<file path="src/hw/rtl/vdu_pkg.sv">
// ----------------------------------------------------------------------------
// vdu_pkg
// Shared types and constants of the vector distance unit.
// ----------------------------------------------------------------------------
package vdu_pkg;

  localparam int MaxDim = 1024;

  localparam logic [1:0] METRIC_L2  = 2'd0;
  localparam logic [1:0] METRIC_IP  = 2'd1;
  localparam logic [1:0] METRIC_COS = 2'd2;

  localparam logic REG_METRIC = 1'b0;
  localparam logic REG_LENGTH = 1'b1;

  localparam logic signed [27:0] DIST_MAX = 28'sh7FFFFFF;
  localparam logic signed [27:0] DIST_MIN = -28'sh8000000;

  // controller to datapath commands
  typedef struct packed {
    logic acc_en;      // accumulate the input item
    logic acc_clear;   // clear accumulators
    logic root_start;  // load the root unit; sel picks the operand
    logic [1:0] root_sel;  // 0 diff sum, 1 first norm, 2 second norm
    logic root_save_x;     // keep root as first norm
    logic mul_en;      // form norm product
    logic div_start;   // load divider
    logic out_load;    // latch result from metric
  } vdu_cmd_t;

  // datapath to controller status
  typedef struct packed {
    logic count_done;
    logic norm_zero;
    logic root_busy;
    logic div_busy;
  } vdu_sts_t;

  localparam logic [1:0] ROOT_DIFF = 2'd0;
  localparam logic [1:0] ROOT_NX   = 2'd1;
  localparam logic [1:0] ROOT_NY   = 2'd2;

endpackage

</file>
<file path="src/hw/rtl/vdu_ctrl.sv">
// ----------------------------------------------------------------------------
// vdu_ctrl
// Sequencer: accumulate items, run the finishing steps, hold the result.
// ----------------------------------------------------------------------------
module vdu_ctrl
  import vdu_pkg::*;
(
  input  logic clk,
  input  logic rst,
  input  logic in_valid,
  output logic in_ready,
  output logic out_valid,
  input  logic out_ready,
  input  logic [1:0] metric,
  input  vdu_sts_t sts,
  output vdu_cmd_t cmd
);

  localparam logic [2:0] S_ACC   = 3'd0;
  localparam logic [2:0] S_CHECK = 3'd1;
  localparam logic [2:0] S_ROOT  = 3'd2;
  localparam logic [2:0] S_NY    = 3'd3;
  localparam logic [2:0] S_MUL   = 3'd4;
  localparam logic [2:0] S_DIV   = 3'd5;
  localparam logic [2:0] S_OUT   = 3'd6;

  logic [2:0] state;
  logic [2:0] state_next;
  logic pend;
  logic pend_next;
  logic out_full;
  logic out_full_next;

  // input is taken while accumulating and the result register can drain
  assign in_ready = (state == S_ACC) && !(out_full && !out_ready);
  assign out_valid = out_full;

  always_comb begin
    cmd = '0;
    state_next = state;
    pend_next = pend;
    out_full_next = out_full && !out_ready;
    case (state)
      S_ACC: begin
        if (in_valid && in_ready) begin
          cmd.acc_en = 1'b1;
          state_next = S_CHECK;
        end
      end
      S_CHECK: begin
        if (!sts.count_done) begin
          state_next = S_ACC;
        end else if (metric == METRIC_IP ||
                     (metric == METRIC_COS && sts.norm_zero)) begin
          state_next = S_OUT;
        end else if (metric == METRIC_COS) begin
          cmd.root_start = 1'b1;
          cmd.root_sel = ROOT_NX;
          pend_next = 1'b1;
          state_next = S_ROOT;
        end else begin
          cmd.root_start = 1'b1;
          cmd.root_sel = ROOT_DIFF;
          pend_next = 1'b0;
          state_next = S_ROOT;
        end
      end
      S_ROOT: begin
        if (!sts.root_busy) begin
          if (pend) begin
            cmd.root_save_x = 1'b1;
            cmd.root_start = 1'b1;
            cmd.root_sel = ROOT_NY;
            pend_next = 1'b0;
            state_next = S_NY;
          end else begin
            state_next = S_OUT;
          end
        end
      end
      S_NY: begin
        if (!sts.root_busy) state_next = S_MUL;
      end
      S_MUL: begin
        cmd.mul_en = 1'b1;
        state_next = S_DIV;
      end
      S_DIV: begin
        if (!sts.div_busy) begin
          if (pend) begin
            state_next = S_OUT;
          end else begin
            cmd.div_start = 1'b1;
            pend_next = 1'b1;
          end
        end
      end
      S_OUT: begin
        if (!out_full || out_ready) begin
          cmd.out_load = 1'b1;
          cmd.acc_clear = 1'b1;
          out_full_next = 1'b1;
          pend_next = 1'b0;
          state_next = S_ACC;
        end
      end
      default: state_next = S_ACC;
    endcase
  end

  always_ff @(posedge clk) begin
    if (rst) begin
      state <= S_ACC;
      pend <= 1'b0;
      out_full <= 1'b0;
    end else begin
      state <= state_next;
      pend <= pend_next;
      out_full <= out_full_next;
    end
  end

`ifndef SYNTHESIS
  a_no_in_while_busy: assert property (@(posedge clk) disable iff (rst)
    (state != S_ACC) |-> !in_ready) else $error("input taken while finishing");
  a_load_only_out: assert property (@(posedge clk) disable iff (rst)
    cmd.out_load |-> (state == S_OUT)) else $error("result load outside output step");
  a_check_follows: assert property (@(posedge clk) disable iff (rst)
    cmd.acc_en |=> (state == S_CHECK)) else $error("no count check after item");
`endif

endmodule

</file>
<file path="config.mk">
export PLATFORM = sky130hd
export DESIGN_NAME = vdu_ctrl
export DESIGN_NICKNAME = d
export VERILOG_FILES = /design/src/hw/rtl/vdu_pkg.sv /design/src/hw/rtl/vdu_ctrl.sv
export SDC_FILE = /design/constraint.sdc
export NUM_CORES = 1
export LEC_CHECK = 0
export BUFFER_PORTS_ARGS = -buffer_cell sky130_fd_sc_hd__buf_2
export CAP_MARGIN = 5
export CELL_PAD_IN_SITES_DETAIL_PLACEMENT = 1
export CELL_PAD_IN_SITES_GLOBAL_PLACEMENT = 2
export CORE_ASPECT_RATIO = 0.9
export CORE_MARGIN = 2
export CORE_UTILIZATION = 26
export DETAILED_ROUTE_END_ITERATION = 10
export PLACE_DENSITY_LB_ADDON = 0.1
export SLEW_MARGIN = 0
export SYNTH_ARGS = -nofsm -noshare
export SYNTH_HDL_FRONTEND = slang
export SYNTH_SLANG_ARGS = --single-unit
</file>
<file path="constraint.sdc">
create_clock -name clk -period 2.8 [get_ports clk]
set_clock_uncertainty 0.2 [all_clocks]
set_input_delay 0.28 -clock clk [delete_from_list [all_inputs] [get_ports clk]]
set_output_delay 0.28 -clock clk [all_outputs]
set_load 0.02 [all_outputs]
</file>
==> results of run 1 <==
-- Yosys cell counts, types with 2 or more instances --
cell type  count
nand3_1        4
nor2_1         6
and2b_1        2
dfxtp_1        5
and3_1         2
nand2b_1       6
a21oi_1        5
and2_1         2
o21ai_1        3
buf_6          3
and2b_4        2
-- power by group --
group	leakage [nW]	total [mW]	switching (mW)	internal [mW]
combinational	0.221	0.321	0.165	0.156
sequential	0.0409	0.158	0.0666	0.0919
clock	0.0150	0.0795	0.0258	0.0536
total	0.277	0.559	0.257	0.301
-- cell type report --
cell class / count / area [um2]
tap: 25 / 31.3
inverter: 1 / 3.75
clock buffer: 4 / 26.3
timing repair buffer: 20 / 100
fill: 245 / 1250
multi-input combinational: 52 / 364
sequential: 5 / 100
-- sequential cells by signal, indices dropped and copies added, names as in the netlist --
signal and count:
pend 1, state 3, out_valid 1
-- final timing paths --
check                        startpoint                     to  slack (ps)  cells after the start
setup reg to reg  state[1]$_SDFFE_PP0P_  state[2]$_SDFFE_PP0P_        1010                      3
hold reg to reg    out_valid$_SDFF_PP0_   out_valid$_SDFF_PP0_         330                      2
hold / removal                      rst  state[1]$_SDFFE_PP0P_          80                      2
setup / recovery  state[1]$_SDFFE_PP0P_                 cmd[4]         830                      3
-- worst register-to-register path, stage by stage, from the launching register on --
cell	delay, ps
dfxtp_1	620
and4bb_1	300
a221oi_1	400
a311oi_2	140
-- cell families after synthesis --
| logic type | synth area share, % |
|---|---|
| AO/OA/AOI/OAI | 30.7 |
| buffers and inverters | 8.84 |
| flip-flops | 19.7 |
| multiplexers | 1.97 |
| AND/OR/NAND/NOR | 38.8 |
-- layer usage --
| metal | GRT usage [%] | wire length (um) | vias to the layer above |
|---|---|---|---|
| met5 | 0 | 0 | - |
| met4 | 4.86 | 0 | 0 |
| met3 | 1.97 | 40 | 0 |
| met2 | 20.8 | 601 | 11 |
| met1 | 16.9 | 684 | 243 |
| li1 | - | - | 269 |
-- layout by cell type, fill, tap and decap left out --
cell,netlist,layout
clkbuf_4,0,3
nor2_1,6,6
a311oi_2,1,1
and4bb_1,1,1
nand2b_1,6,6
inv_1,1,1
a21oi_1,5,5
o31ai_1,1,1
a21oi_2,1,1
a221oi_1,1,1
o311ai_1,1,1
and3_1,2,2
o21ai_4,1,1
nor3_1,1,1
o311a_4,1,1
and2b_1,2,2
o21a_2,1,1
clkbuf_1,0,1
nand2_1,1,1
and2b_4,2,2
nor3_2,1,1
nor2b_1,1,1
dfxtp_1,5,5
o21ai_1,3,3
buf_2,0,20
and2_1,2,2
o211ai_1,1,1
nand3b_1,1,1
mux2i_1,1,1
o21ai_0,1,1
o2111ai_1,1,1
nand2_2,1,1
nor4_1,1,1
nand3_1,4,4
-- through the flow --
step           total power [mW]  hold slack [ps]  worst slack (ps)
2_1_floorplan             0.431              148              1050
3_3_place_gp              0.487              327              1030
3_5_place_dp              0.482              328              1010
4_1_cts                   0.566             76.6               821
5_1_grt                   0.613             83.4               731
6_report                  0.559             77.5               834
==> out/qor.yml, run 1 <==
setup_path:
  worst-endpoint-arrival_ps: 1490
  crit_path_max_incr_delay_ps: 620
  crit_buf_inv: 1
  critPathLaunchType: "flop"
  cp_slowest_cell: "dfxtp_1"
  path_class: "flop to output pin"
  crit_family: "flip-flops"
  cp_cell_sequence: "and4bb_1 > and3_1 > buf_2"
  endpoint_kind: "output pin"
  critPathRequiredTime_ps: 2320
  cp_max_fo: 14
synthesis:
  synth_cell_type_count: 33
  yosys_warnings: 0
  syn-cell-area_um2: 509
  yosys_register_bits: 5
  synthCells: 62
  synth_nets: 72
  synth_edf_count: 0
  async_flop_share_pct: 0
  synth.area.top_cells: "dfxtp_1, nand2b_1, buf_6, a21oi_1, nor2_1"
  syn_area_per_cell_um2: 8.21
  synth_top_area_share_pct: 19.7
  yosysSeqAreaShare_pct: 19.7
  yosysTopAreaCell: "dfxtp_1"
  ys.flop_type: "dfxtp_1"
detailed_routing:
  vias: 523
  drt-wirelength-per-cell_um: 12.4
  antenna_left: 0
  drtPass1Iterations: 4
  drcViolationCount: 0
  drt_wl_total_um: 1330
  routed_via_density: 4.89
  drtIter0Drc: 7
global_routing:
  grt_pass1_vias: 527
  grt_max_degree: 15
  antenna_found_initial: 0
  grt_pass1_wl_um: 2230
  grt.overflow.total: 0
  grt_use_total_pct: 12.7
placement:
  gp_congestion: 0.743
  portBuffers: 20
  place_hpwl_um: 1110
  dpl_cell_area_um2: 599
  placed_cells: 103
timing:
  finalMaxSlewViolations: 0
  final_hold_viol_count: 0
  finalSetupViolations: 0
  clock.fmax_mhz: 509
  post-route-min-period_ps: 1970
  worst_slew_pin_slew_ps: 485
  finalCritPeriodShare_pct: 70.2
  slew_headroom_pct: 67.6
  rsz0062_at_grt: "no"
  final.setup.tns_ps: 0
cts:
  clk_pin_slew_worst_paths_ps: 40
  cts_tree: "built"
  htreeDepth: 1
  clock_sinks: 5
  worstSkewPairLatency_ps: 240
  clk_path_buf_depth: 2
  clockRootBuffer: "clkbuf_4"
  hold_buffers: 0
  cts_resized: 0
  numCtsBuffers: 3
  post-cts-setup-buffer-count: 0
power_and_ir_drop:
  p_leak_nw: 0.277
  irDropWorstVdd_uv: 317
  power_density_nw_per_um2: 893
die:
  die_area_um2: 2330
  die_w_um: 50.7
  die_h_um: 46.0
  coreArea_um2: 1880
  row_count: 15
  initial_core_util_pct: 27.1
  pin_count: 21
hold_path:
  min_path_type: "input port to flop"
finish:
  layout.nets: 93
  final_cell_area_um2: 626
  diodes: 0
  drive_gt1_share_pct: 39.0
  synthToLayoutAreaGrowth_pct: 22.9
  fin_cells: 107
  final_core_util_pct: 33.3
run_status:
  status: "finished, final reports clean"
run:
  cap_violations: 0
(Power assumes the default switching activity.)
==> inputs of run 2 (changes only) <==
- CORE_UTILIZATION: 26 -> 22
- clock period: 2.8 -> 1.7 ns (I/O delays scaled with it)
==> run 2 against run 1 <==
- global-route usage rose by 0.67 points
- via count rose by 14%
- power is 130% higher
- combinational power rose to 2.9 times the previous value
- sequential power is 34% higher
- highest routed layer is now met4
==> out/qor.yml, run 2 (synthesis results as in run 1) <==
run_status:
  status: "finished, final reports clean"  # unchanged
global_routing:
  grt_max_degree: 8  # was 15
  grt_pass1_vias: 580  # was 527
  grt_use_total_pct: 13.3  # was 12.7%
  grt.overflow.total: 0  # unchanged
  grt_pass1_wl_um: 2630  # was 2230 um
  antenna_found_initial: 0  # unchanged
setup_path:
  path_class: "flop to output pin"  # unchanged
  rr_startpoint: "state[2]$_SDFFE_PP0P_"  # was state[1]$_SDFFE_PP0P_
  critPathLaunchType: "flop"  # unchanged
  worstRegToRegCells: 6  # was 3
  worst-endpoint-arrival_ps: 1320  # was 1490 ps
  endpoint_kind: "output pin"  # unchanged
  timing.rr.end: "state[1]$_SDFFE_PP0P_"  # was state[2]$_SDFFE_PP0P_
  cp_max_fo: 4  # was 14
  critPathRequiredTime_ps: 1330  # was 2320 ps
  rrSetupSlack_ps: 50  # was 1010 ps
finish:
  fillers: 270  # was 245
  top_register: "state"  # unchanged
  drive_gt1_share_pct: 56.6  # was 39.0%
  layout.nets: 110  # was 93
  diodes: 0  # unchanged
  final_cell_area_um2: 832  # was 626 um2
  fin_cells: 126  # was 107
  synthToLayoutAreaGrowth_pct: 63.4  # was 22.9%
  final_core_util_pct: 38.1  # was 33.3%
  final_common_cell: "buf_4"  # was buf_2
  largest_reg_flops: 3  # unchanged
  layout_common_cells: "buf_4, buf_2, nand2b_1, a21oi_1"  # was buf_2, nor2_1, nand2b_1, a21oi_1, dfxtp_1
placement:
  portBuffers: 20  # unchanged
  placed_cells: 115  # was 103
  dp_slack_ps: 8.75  # was 1010 ps
  gp_congestion: 0.726  # was 0.743
  place_hpwl_um: 1290  # was 1110 um
  dpl_cell_area_um2: 677  # was 599 um2
timing:
  post-route-min-period_ps: 1690
  slew_headroom_pct: 73.9  # was 67.6%
  clock.fmax_mhz: 592
  finalMaxSlewViolations: 0  # unchanged
  finalCritPeriodShare_pct: 99.4
  rsz0062_at_grt: "yes"  # was no
  final_hold_viol_count: 0  # unchanged
  worst_slew_pin_slew_ps: 386  # was 485 ps
  layout_setup_ws_ps: 10.7  # was 834 ps
  finalSetupViolations: 0  # unchanged
cts:
  clk_path_buf_depth: 2  # unchanged
  clockRootBuffer: "clkbuf_4"  # unchanged
  htreeDepth: 1  # unchanged
  clk_pin_slew_worst_paths_ps: 50  # was 40 ps
  worstSkewPairLatency_ps: 260  # was 240 ps
  numCtsBuffers: 3  # unchanged
  cts_tree: "built"  # unchanged
  clock_sinks: 5  # unchanged
detailed_routing:
  routed_via_density: 4.73  # was 4.89
  drtPass1Iterations: 4  # unchanged
  drt-wirelength-per-cell_um: 13.0  # was 12.4 um
  drt_wl_total_um: 1640  # was 1330 um
  vias: 596  # was 523
  drcViolationCount: 0  # unchanged
  drtIter0Drc: 1  # was 7
  antenna_left: 0  # unchanged
power_and_ir_drop:
  power_density_nw_per_um2: 1570  # was 893 nW/um2
  p_leak_nw: 0.377  # was 0.277 nW
  power_mw: 1.31  # was 0.559 mW
  pwr-share-seq_pct: 16.2  # was 28.4%
  p_comb_share_pct: 72.3  # was 57.4%
  clock_power_share_pct: 11.5  # was 14.2%
  irDropWorstVdd_uv: 728  # was 317 uV
  power.share.switching_pct: 41.3  # was 46.1%
  p_int_mw: 0.767  # was 0.301 mW
  power_switching_mw: 0.539  # was 0.257 mW
die:
  row_count: 16  # was 15
  coreArea_um2: 2180  # was 1880 um2
  initial_core_util_pct: 23.3  # was 27.1%
  die_h_um: 49.6  # was 46.0 um
  die_area_um2: 2720  # was 2330 um2
  pin_count: 21  # unchanged
  die_w_um: 54.7  # was 50.7 um
hold_path:
  hold_end: "out_valid$_SDFF_PP0_"  # was state[1]$_SDFFE_PP0P_
  holdCritStartpoint: "out_ready"  # was rst
  worstHoldPathCells: 3  # was 2
  min_path_type: "input port to flop"  # unchanged
run:
  cap_violations: 0  # unchanged
## run 2: what timing repair did
action,CTS,global route
hold buffers,1,0
hold endpoints to repair,5,0
resized for setup,15,7
pin swaps,6,6
buffers inserted,6,1
setup endpoints to repair,11,8
## run 2: cell type report
| type | instances | area [um2] | share of cell area [%] |
|---|---|---|---|
| multi-input cells | 52 | 399 | 48.0 |
| flip-flops and latches | 5 | 111 | 13.4 |
| well taps | 27 | 33.8 | 4.06 |
| repair buffers | 37 | 258 | 31.0 |
| clock buffers | 4 | 26.3 | 3.16 |
| inverters | 1 | 3.75 | 0.451 |
## run 2: worst max path at each step
stage / cells after the start / end / slack (ps) / startpoint
global placement: 6 / cmd[6] / -50 / state[0]$_SDFFE_PP0P_
finish: 6 / cmd[6] / 10 / state[0]$_SDFFE_PP0P_
floorplan: 5 / cmd[6] / 60 / state[0]$_SDFFE_PP0P_
global route: 6 / cmd[6] / -50 / state[0]$_SDFFE_PP0P_
detailed placement: 5 / state[1]$_SDFFE_PP0P_ / 9 / state[2]$_SDFFE_PP0P_
CTS: 6 / cmd[6] / -30 / state[2]$_SDFFE_PP0P_
## run 2: power by group through the flow
stage	combinational, mW	sequential, mW	clock (mW)
detailed placement	0.692	0.230	0
CTS	0.883	0.207	0.154
global placement	0.695	0.231	0
global route	1.00	0.218	0.165
finish	0.944	0.211	0.150
floorplan	0.530	0.181	0
## run 2: worst max-delay path, cell delays in order (launching register included)
cell and delay, ps:
dfxtp_4 340, buf_4 150, nor2_4 110, nand3_2 90
nor2_2 120, nand2b_4 130, buf_6 110
## run 2: metrics by stage
| stage | hold WS, ps | setup TNS, ps |
|---|---|---|
| 6_report | 60.9 | 0 |
| 2_1_floorplan | 37.9 | 0 |
| 3_3_place_gp | 225 | -122 |
| 5_1_grt | 91.7 | -137 |
| 3_5_place_dp | 231 | 0 |
| 4_1_cts | 66.9 | -26.5 |
## run 2: layer usage
metal  part of all wire, %  track usage [%]
met1                    49             18.3
met2                    45             19.8
met3                   4.7             3.03
met4                   1.4             5.00
met5                     0                0
